$ cat src/design/u8u16_pkg.sv
package u8u16_pkg;

  // Command kinds handed from the decoder to the unit generator
  localparam logic [1:0] CMD_UNIT   = 2'd0;
  localparam logic [1:0] CMD_PAIR   = 2'd1;
  localparam logic [1:0] CMD_STATUS = 2'd2;

  localparam logic [20:0] VALUE_MAX  = 21'h10FFFF;
  localparam logic [20:0] SUPP_BASE  = 21'h010000;
  localparam logic [15:0] HI_BASE    = 16'hD800;
  localparam logic [15:0] LO_BASE    = 16'hDC00;

  localparam int CMDQ_DEPTH_DEF = 4;

  typedef struct packed {
    logic [1:0]  kind;
    logic [20:0] value;
    logic        last;
    logic        err;
  } cmd_t;

endpackage

$ cat src/design/u8u16_front.sv
module u8u16_front
  import u8u16_pkg::*;
(
  input  logic       clk,
  input  logic       rst_n,
  input  logic       accept,
  input  logic [7:0] data_byte,
  input  logic       last_byte,
  output logic       cmd_push,
  output cmd_t       cmd
);

  logic [1:0]  bn_r, bn_nxt;
  logic [20:0] pv_r, pv_nxt;
  logic        drop_r, drop_nxt;

  logic [1:0]  bn_new;
  logic [20:0] pv_new;
  logic [20:0] cont;
  logic        bad;
  logic        fail;
  logic        emit;

  always_comb begin
    bn_new = 2'd0;
    pv_new = 21'd0;
    bad    = 1'b0;
    cont   = {13'd0, data_byte ^ 8'h80};
    if (bn_r == 2'd0) begin
      if (!data_byte[7]) begin
        pv_new = {13'd0, data_byte};
        bn_new = 2'd0;
      end else if (data_byte[7:5] == 3'b110) begin
        pv_new = {10'd0, data_byte[4:0], 6'd0};
        bn_new = 2'd1;
      end else if (data_byte[7:4] == 4'b1110) begin
        pv_new = {5'd0, data_byte[3:0], 12'd0};
        bn_new = 2'd2;
      end else if (data_byte[7:3] == 5'b11110) begin
        pv_new = {data_byte[2:0], 18'd0};
        bn_new = 2'd3;
      end else begin
        bad = 1'b1;
      end
    end else begin
      case (bn_r)
        2'd1:    pv_new = pv_r | cont;
        2'd2:    pv_new = pv_r | (cont << 6);
        default: pv_new = pv_r | (cont << 12);
      endcase
      bn_new = bn_r - 2'd1;
    end
  end

  always_comb begin
    bn_nxt    = bn_r;
    pv_nxt    = pv_r;
    drop_nxt  = drop_r;
    fail      = 1'b0;
    emit      = 1'b0;
    cmd.kind  = CMD_STATUS;
    cmd.value = pv_new;
    cmd.last  = last_byte;
    cmd.err   = 1'b0;
    if (drop_r) begin
      emit = last_byte;
    end else if (bad) begin
      fail = 1'b1;
    end else if (bn_new != 2'd0) begin
      bn_nxt = bn_new;
      pv_nxt = pv_new;
      fail   = last_byte;
    end else begin
      bn_nxt = 2'd0;
      pv_nxt = 21'd0;
      if (pv_new == 21'd0) begin
        // zero value ends the text quietly
        emit     = last_byte;
        drop_nxt = 1'b1;
      end else if (pv_new > VALUE_MAX) begin
        fail = 1'b1;
      end else if (pv_new < SUPP_BASE) begin
        emit     = 1'b1;
        cmd.kind = CMD_UNIT;
      end else begin
        emit     = 1'b1;
        cmd.kind = CMD_PAIR;
      end
    end
    if (fail) begin
      emit     = 1'b1;
      cmd.kind = CMD_STATUS;
      cmd.err  = 1'b1;
      bn_nxt   = 2'd0;
      pv_nxt   = 21'd0;
      drop_nxt = 1'b1;
    end
    if (last_byte) begin
      bn_nxt   = 2'd0;
      pv_nxt   = 21'd0;
      drop_nxt = 1'b0;
    end
  end

  assign cmd_push = accept & emit;

  always_ff @(posedge clk) begin
    if (!rst_n) begin
      bn_r   <= 2'd0;
      pv_r   <= 21'd0;
      drop_r <= 1'b0;
    end else if (accept) begin
      bn_r   <= bn_nxt;
      pv_r   <= pv_nxt;
      drop_r <= drop_nxt;
    end
  end

endmodule

$ cat src/design/u8u16_cmdq.sv
module u8u16_cmdq
  import u8u16_pkg::*;
#(
  parameter int DEPTH = CMDQ_DEPTH_DEF
) (
  input  logic clk,
  input  logic rst_n,
  input  logic push,
  input  cmd_t push_cmd,
  input  logic pop,
  output cmd_t head,
  output logic full,
  output logic empty
);

  localparam int PW = (DEPTH > 1) ? $clog2(DEPTH) : 1;
  localparam int CW = $clog2(DEPTH + 1);

  cmd_t          mem_r [DEPTH];
  logic [PW-1:0] wr_ptr_r, rd_ptr_r;
  logic [CW-1:0] cnt_r;
  logic          do_push, do_pop;

  assign full    = (cnt_r == CW'(DEPTH));
  assign empty   = (cnt_r == '0);
  assign do_push = push & ~full;
  assign do_pop  = pop & ~empty;
  assign head    = mem_r[rd_ptr_r];

  always_ff @(posedge clk) begin
    if (do_push) begin
      mem_r[wr_ptr_r] <= push_cmd;
    end
  end

  always_ff @(posedge clk) begin
    if (!rst_n) begin
      wr_ptr_r <= '0;
      rd_ptr_r <= '0;
      cnt_r    <= '0;
    end else begin
      if (do_push) begin
        wr_ptr_r <= (wr_ptr_r == PW'(DEPTH - 1)) ? '0 : wr_ptr_r + 1'b1;
      end
      if (do_pop) begin
        rd_ptr_r <= (rd_ptr_r == PW'(DEPTH - 1)) ? '0 : rd_ptr_r + 1'b1;
      end
      if (do_push && !do_pop) begin
        cnt_r <= cnt_r + 1'b1;
      end else if (do_pop && !do_push) begin
        cnt_r <= cnt_r - 1'b1;
      end
    end
  end

endmodule

$ cat src/design/u8u16_back.sv
module u8u16_back
  import u8u16_pkg::*;
(
  input  logic        clk,
  input  logic        rst_n,
  input  logic        cmd_avail,
  input  cmd_t        cmd,
  output logic        cmd_pop,
  input  logic        out_pop,
  output logic        out_empty,
  output logic [15:0] out_code_unit,
  output logic        out_unit_valid,
  output logic        out_run_last,
  output logic        out_string_end,
  output logic        out_error
);

  logic        valid_r, valid_nxt;
  logic        phase_r, phase_nxt;
  logic [15:0] unit_r, unit_nxt;
  logic        uval_r, uval_nxt;
  logic        rlast_r, rlast_nxt;
  logic        send_r, send_nxt;
  logic        err_r, err_nxt;
  logic        advance;
  logic [19:0] t;

  assign t       = 20'(cmd.value - SUPP_BASE);
  assign advance = ~valid_r | out_pop;

  always_comb begin
    valid_nxt = valid_r;
    phase_nxt = phase_r;
    unit_nxt  = unit_r;
    uval_nxt  = uval_r;
    rlast_nxt = rlast_r;
    send_nxt  = send_r;
    err_nxt   = err_r;
    cmd_pop   = 1'b0;
    if (advance) begin
      valid_nxt = cmd_avail;
      if (cmd_avail) begin
        case (cmd.kind)
          CMD_UNIT: begin
            unit_nxt  = cmd.value[15:0];
            uval_nxt  = 1'b1;
            rlast_nxt = 1'b1;
            send_nxt  = cmd.last;
            err_nxt   = 1'b0;
            cmd_pop   = 1'b1;
          end
          CMD_PAIR: begin
            uval_nxt = 1'b1;
            err_nxt  = 1'b0;
            if (!phase_r) begin
              unit_nxt  = HI_BASE + {6'd0, t[19:10]};
              rlast_nxt = 1'b0;
              send_nxt  = 1'b0;
              phase_nxt = 1'b1;
            end else begin
              unit_nxt  = LO_BASE + {6'd0, t[9:0]};
              rlast_nxt = 1'b1;
              send_nxt  = cmd.last;
              phase_nxt = 1'b0;
              cmd_pop   = 1'b1;
            end
          end
          default: begin
            unit_nxt  = 16'd0;
            uval_nxt  = 1'b0;
            rlast_nxt = 1'b1;
            send_nxt  = cmd.last;
            err_nxt   = cmd.err;
            cmd_pop   = 1'b1;
          end
        endcase
      end
    end
  end

  always_ff @(posedge clk) begin
    if (!rst_n) begin
      valid_r <= 1'b0;
      phase_r <= 1'b0;
    end else begin
      valid_r <= valid_nxt;
      phase_r <= phase_nxt;
    end
  end

  always_ff @(posedge clk) begin
    unit_r  <= unit_nxt;
    uval_r  <= uval_nxt;
    rlast_r <= rlast_nxt;
    send_r  <= send_nxt;
    err_r   <= err_nxt;
  end

  assign out_empty      = ~valid_r;
  assign out_code_unit  = unit_r;
  assign out_unit_valid = uval_r;
  assign out_run_last   = rlast_r;
  assign out_string_end = send_r;
  assign out_error      = err_r;

endmodule

$ cat src/design/utf8_to_utf16_stream_transcoder_top.sv
// UTF-8 to UTF-16 transcoder with queue-style ports on both sides. Bytes are
// taken in one per cycle whenever in_full is low: the decoder keeps the
// sequence state and turns each byte that completes a character (or reports
// a fault or the end of the string) into a command in a queue of CMDQ_DEPTH
// entries; in_full rises only while that queue is full. The unit generator
// drains the queue into an output register and delivers one result per cycle
// while out_pop is held high and the queue is not empty, so a character outside
// the basic plane, which yields a surrogate pair, costs two output results
// against its four input bytes. A result reaches the out_ ports through the
// queue and the output register. A malformed string gives one result with
// out_error set and later bytes are dropped until last_byte, which closes the
// string with a status-only transfer (out_unit_valid low, out_string_end high).
module utf8_to_utf16_stream_transcoder_top
  import u8u16_pkg::*;
#(
  parameter int CMDQ_DEPTH = CMDQ_DEPTH_DEF
) (
  input  logic        clk,
  input  logic        rst_n,
  input  logic        in_push,
  output logic        in_full,
  input  logic [7:0]  in_data_byte,
  input  logic        in_last_byte,
  output logic        out_empty,
  input  logic        out_pop,
  output logic [15:0] out_code_unit,
  output logic        out_unit_valid,
  output logic        out_run_last,
  output logic        out_string_end,
  output logic        out_error
);

  logic q_full, q_empty;
  logic cmd_push, cmd_pop;
  cmd_t cmd_in, cmd_head;
  logic in_xfer;

  // accept a byte only when the queue can take whatever it produces
  assign in_xfer = in_push & ~q_full;
  assign in_full = q_full;

  u8u16_front u_front (
    .clk       (clk),
    .rst_n     (rst_n),
    .accept    (in_xfer),
    .data_byte (in_data_byte),
    .last_byte (in_last_byte),
    .cmd_push  (cmd_push),
    .cmd       (cmd_in)
  );

  u8u16_cmdq #(
    .DEPTH (CMDQ_DEPTH)
  ) u_cmdq (
    .clk      (clk),
    .rst_n    (rst_n),
    .push     (cmd_push),
    .push_cmd (cmd_in),
    .pop      (cmd_pop),
    .head     (cmd_head),
    .full     (q_full),
    .empty    (q_empty)
  );

  // advance the queue head once its last result is loaded
  u8u16_back u_back (
    .clk            (clk),
    .rst_n          (rst_n),
    .cmd_avail      (~q_empty),
    .cmd            (cmd_head),
    .cmd_pop        (cmd_pop),
    .out_pop        (out_pop),
    .out_empty      (out_empty),
    .out_code_unit  (out_code_unit),
    .out_unit_valid (out_unit_valid),
    .out_run_last   (out_run_last),
    .out_string_end (out_string_end),
    .out_error      (out_error)
  );

`ifndef SYNTHESIS
  // a high surrogate is the only unit that does not end its byte's run
  a_hi_surrogate: assert property (@(posedge clk) disable iff (!rst_n)
    (!out_empty && !out_run_last) |->
      (out_unit_valid && out_code_unit[15:10] == 6'b110110 && !out_string_end))
    else $error("non-final result is not a high surrogate");

  // a fault report carries no unit and ends the run
  a_err_status: assert property (@(posedge clk) disable iff (!rst_n)
    (!out_empty && out_error) |-> (!out_unit_valid && out_run_last))
    else $error("error result carries a unit");

  // string end falls only on the final result of a run
  a_end_last: assert property (@(posedge clk) disable iff (!rst_n)
    (!out_empty && out_string_end) |-> out_run_last)
    else $error("string end on a non-final result");

  // the head command leaves the queue only when the output register takes it
  a_pop_load: assert property (@(posedge clk) disable iff (!rst_n)
    cmd_pop |=> !out_empty)
    else $error("command dropped without a result");
`endif

endmodule
$ cat config.mk
export PLATFORM = sky130hd
export DESIGN_NAME = utf8_to_utf16_stream_transcoder_top
export DESIGN_NICKNAME = d
export VERILOG_FILES = /design/src/design/u8u16_pkg.sv /design/src/design/u8u16_front.sv /design/src/design/u8u16_cmdq.sv /design/src/design/u8u16_back.sv /design/src/design/utf8_to_utf16_stream_transcoder_top.sv
export SDC_FILE = /design/constraint.sdc
export NUM_CORES = 1
export LEC_CHECK = 0
export BUFFER_PORTS_ARGS = -buffer_cell sky130_fd_sc_hd__buf_2
export CAP_MARGIN = 15
export CORE_MARGIN = 2
export CORE_UTILIZATION = 40
export DETAILED_ROUTE_END_ITERATION = 10
export HOLD_SLACK_MARGIN = 0.06
export PLACE_DENSITY = 0.65
export SETUP_SLACK_MARGIN = 0.5
export SLEW_MARGIN = 15
export SYNTH_ARGS = -nofsm -noshare
export SYNTH_HDL_FRONTEND = slang
export SYNTH_SLANG_ARGS = --single-unit
$ cat constraint.sdc
create_clock -name clk -period 4.6 [get_ports clk]
set_clock_uncertainty 0.05 [all_clocks]
set_input_delay 0.69 -clock clk [delete_from_list [all_inputs] [get_ports clk]]
set_output_delay 0.69 -clock clk [all_outputs]
set_load 0.01 [all_outputs]
==> qor.csv <==
metric;value;unit
# H-tree levels;4;
WL per Instance;17.6;um
CP max FO;16;
sequential power share;44.0;%
combinational power share;23.9;%
share of layout cells above drive strength 1;22.8;%
Synth-to-Final Area Change;15.4;%
post-synth top area cell;edfxtp_1;
hold buffers post-CTS;0;
post-DP HPWL;8.48;mm
Mapped Cells;458;
Worst slew margin;45.0;%
floorplan row count;46;
Leakage;0.00273;uW
peak per-stage delay on the critical path;410;ps
Mapped Area;6560;um^2
Avg Vias per Cell;5.26;
Worst Path Required;4890;ps
Max Clk Rate;259;MHz
CTS max path bufs;2;
gpl congestion;0.808;
ys flop type;edfxtp_1;
Die Width;132;um
Post-synth EDFFs;116;
CTS tree;built;
CTS Buf Count;17;
number of inserted diodes;0;
fin crit period;3860;ps
Ports;35;
Placeable Area;15900;um^2
switching share of power;28.8;%
DR iter-0 viols;292;
final period utilization;83.9;%
DRT Pass-1 Iters;4;
CP top delay family;compound AO/OA/AOI/OAI gates;
Via Count;3806;
max-slew violation count;0;
Worst Max-Slew Pin Slew;826;ps
first-pass GRT wire length;21.0;mm
global-route usage over all layers;15.7;%
CTS root buffer;clkbuf_16;
peak supply drop;0.000278;V
Pwr Total;4190;uW
RSZ-0062 raised after global routing;no;
CTS sink cnt;151;
sequential-to-total area share from yosys stat;63.8;%
YS warnings;0;
Reg clk slew, reported paths;60;ps
crit path max-delay cell type;a2111o_1;
ys async rst share;0;%
TNS Setup;0;ps
Final setup violation count;0;
clock share of power;32.1;%
worst min path class;flop to flop;
critical path type;flop to flop;
Finished Layout Cells;724;
Die Area;17400;um^2
Synthesized Nets;483;
Internal;2980;uW
# Max-Cap Violations;0;
Fill cells;1365;
drt drc;0;
WP buf/inv;4;
IO Port Bufs;34;
status;complete, no violations;
switching power;1210;uW
antenna violations before repair;0;
top cells by area, synth;edfxtp_1, dfxtp_1, mux4_2;
Nets;520;
drt total wl;12.8;mm
initial core utilization;41.1;%
largest net degree at the start of global routing;25;
final hold viol count;0;
Final ANT Viol Nets;0;
Setup crit end kind;flop;
Critical Path Source Type;flop;
Worst Hold Slack;433;ps
Clock Latency Late Sink;420;ps
Unique masters post-synth;61;
worst path arrival time;4150;ps
register bit total from synthesis;151;
grt ovf;0;
placed cells;691;
Avg Inst Size Synth;14.3;um^2
Synth top area share;53.1;%
crit path cell chain;inv_1 -> ha_4 -> nor3b_4 -> buf_4 -> nor2_4 -> a2111o_1 -> a21o_1 -> or3_1 -> o21a_2 -> inv_2 -> ha_1 -> inv_1 -> fa_1 -> xor2_1 -> or3_1 -> a21boi_0;
Pwr per Cell Area;554;nW/um^2
Die H;132;um
number of global-route vias before repair;3873;
## synth_stat cells, drive strengths merged (2+ instances only)
master     n
o32ai      3
or2        3
o21a       3
nand3b     2
nor3       7
edfxtp   116
nor4       3
xnor2      5
nand2     28
nand4      2
o221ai     2
mux2i      3
ha        11
and4b      2
clkbuf    10
inv       21
o2bb2ai    2
mux4      24
o21ai     10
buf       17
o22ai      3
a21boi     5
a21oi     14
nor2b     10
a21o       7
nor3b      3
dfxtp     35
nand2b    11
a22o      30
a221oi     2
a221o      3
nor2      19
or3        3
and2      10
nand3     14
## stage by stage
step                cell area, um^2  worst slack, ps  util, %
floorplan                      6560             1000        -
detailed placement             6940              519     43.5
global route                   7560              507     47.4
global placement               6940              676     43.5
finish                         7560              741     47.4
CTS                            7510              504     47.1
## state kept, by name, summed over array words and instances, names as in the netlist, 2 cells and up, named ones only
| register | flops |
|---|---|
| u_cmdq.mem_r | 96 |
| u_front.pv_r | 21 |
| u_back.out_code_unit | 16 |
| u_cmdq.cnt_r | 3 |
| u_cmdq.rd_ptr_r | 2 |
| u_cmdq.wr_ptr_r | 2 |
| u_front.bn_r | 2 |
## layer usage
metal,share of wire [%],vias to the layer above,GRT usage [%]
li1,-,1832,-
met4,1.3,0,6.52
met5,0,-,0
met3,5.1,12,4.27
met1,46,1872,21.8
met2,47,90,23.6
## power by group through the flow
stage / registers (uW) / logic (uW) / clock network (uW)
after floorplan: 1910 / 663 / 0
after global placement: 1860 / 1000 / 0
after detailed placement: 1880 / 1020 / 0
after CTS: 1850 / 1020 / 1370
after global routing: 1870 / 1120 / 1430
final: 1840 / 1000 / 1340
## worst paths after layout
check                               start                           end  slack (ps)  cells past startpoint
max          u_front.bn_r[0]$_SDFFE_PN0P_  u_cmdq.cnt_r[2]$_SDFFE_PN0P_         740                     16
min          u_front.pv_r[7]$_SDFFE_PN0P_  u_front.pv_r[7]$_SDFFE_PN0P_         430                      1
max reg2reg  u_front.bn_r[0]$_SDFFE_PN0P_  u_cmdq.cnt_r[2]$_SDFFE_PN0P_         740                     16
min reg2reg  u_front.pv_r[7]$_SDFFE_PN0P_  u_front.pv_r[7]$_SDFFE_PN0P_         430                      1
## placed cells by master (no fill, tap or decap), types with 3 or more instances in the layout
cell type and count:
edfxtp_1 116, buf_2 34, dfxtp_1 33, a22o_1 30, nand2_1 28, mux4_2 24
inv_1 19, nor2_1 18, clkbuf_16 17, nand3_1 14, a21oi_1 13, nand2b_1 11
buf_4 11, nor2b_1 10, and2_1 10, o21ai_0 9, ha_1 8, a21o_1 7
nor3_1 6, a21boi_0 5, xnor2_1 5, o32ai_1 3, a221o_1 3, o22ai_1 3
or3_1 3, mux2i_1 3, inv_6 3, clkinv_1 3, clkinvlp_4 3
## cells by family after synthesis
family	after synthesis	synth area share, %
mux	27	8.70
xor+xnor	6	0.802
flops	151	63.8
simple gates	120	9.90
compound gates	94	11.0
fa+ha+maj	12	2.40
buf+inv	48	3.34
## worst register-to-register path, delay by kind of cell (launching register included)
kind / cells / cell delay, ps
buf+inv: 4 / 410
compound gates: 4 / 1030
xor+xnor: 1 / 170
fa+ha+maj: 3 / 850
flops: 1 / 370
simple gates: 4 / 910
## cell type report
| type | instances | area, um^2 | share of cell area [%] |
|---|---|---|---|
| Sequential cell | 151 | 4190 | 55.3 |
| Clock inverter | 14 | 149 | 1.97 |
| Tap cell | 216 | 270 | 3.57 |
| Multi-Input combinational cell | 259 | 2200 | 29.1 |
| Timing Repair Buffer | 45 | 253 | 3.34 |
| Inverter | 21 | 78.8 | 1.04 |
| Clock buffer | 18 | 429 | 5.67 |
## timing repair
action | 4_1_cts | 5_1_grt
setup endpoints to repair | 0 | 2
gates resized for setup | 0 | 9
hold endpoints to repair | 0 | 0
setup buffers | 0 | 1
Power figures use the tool's default switching activity.
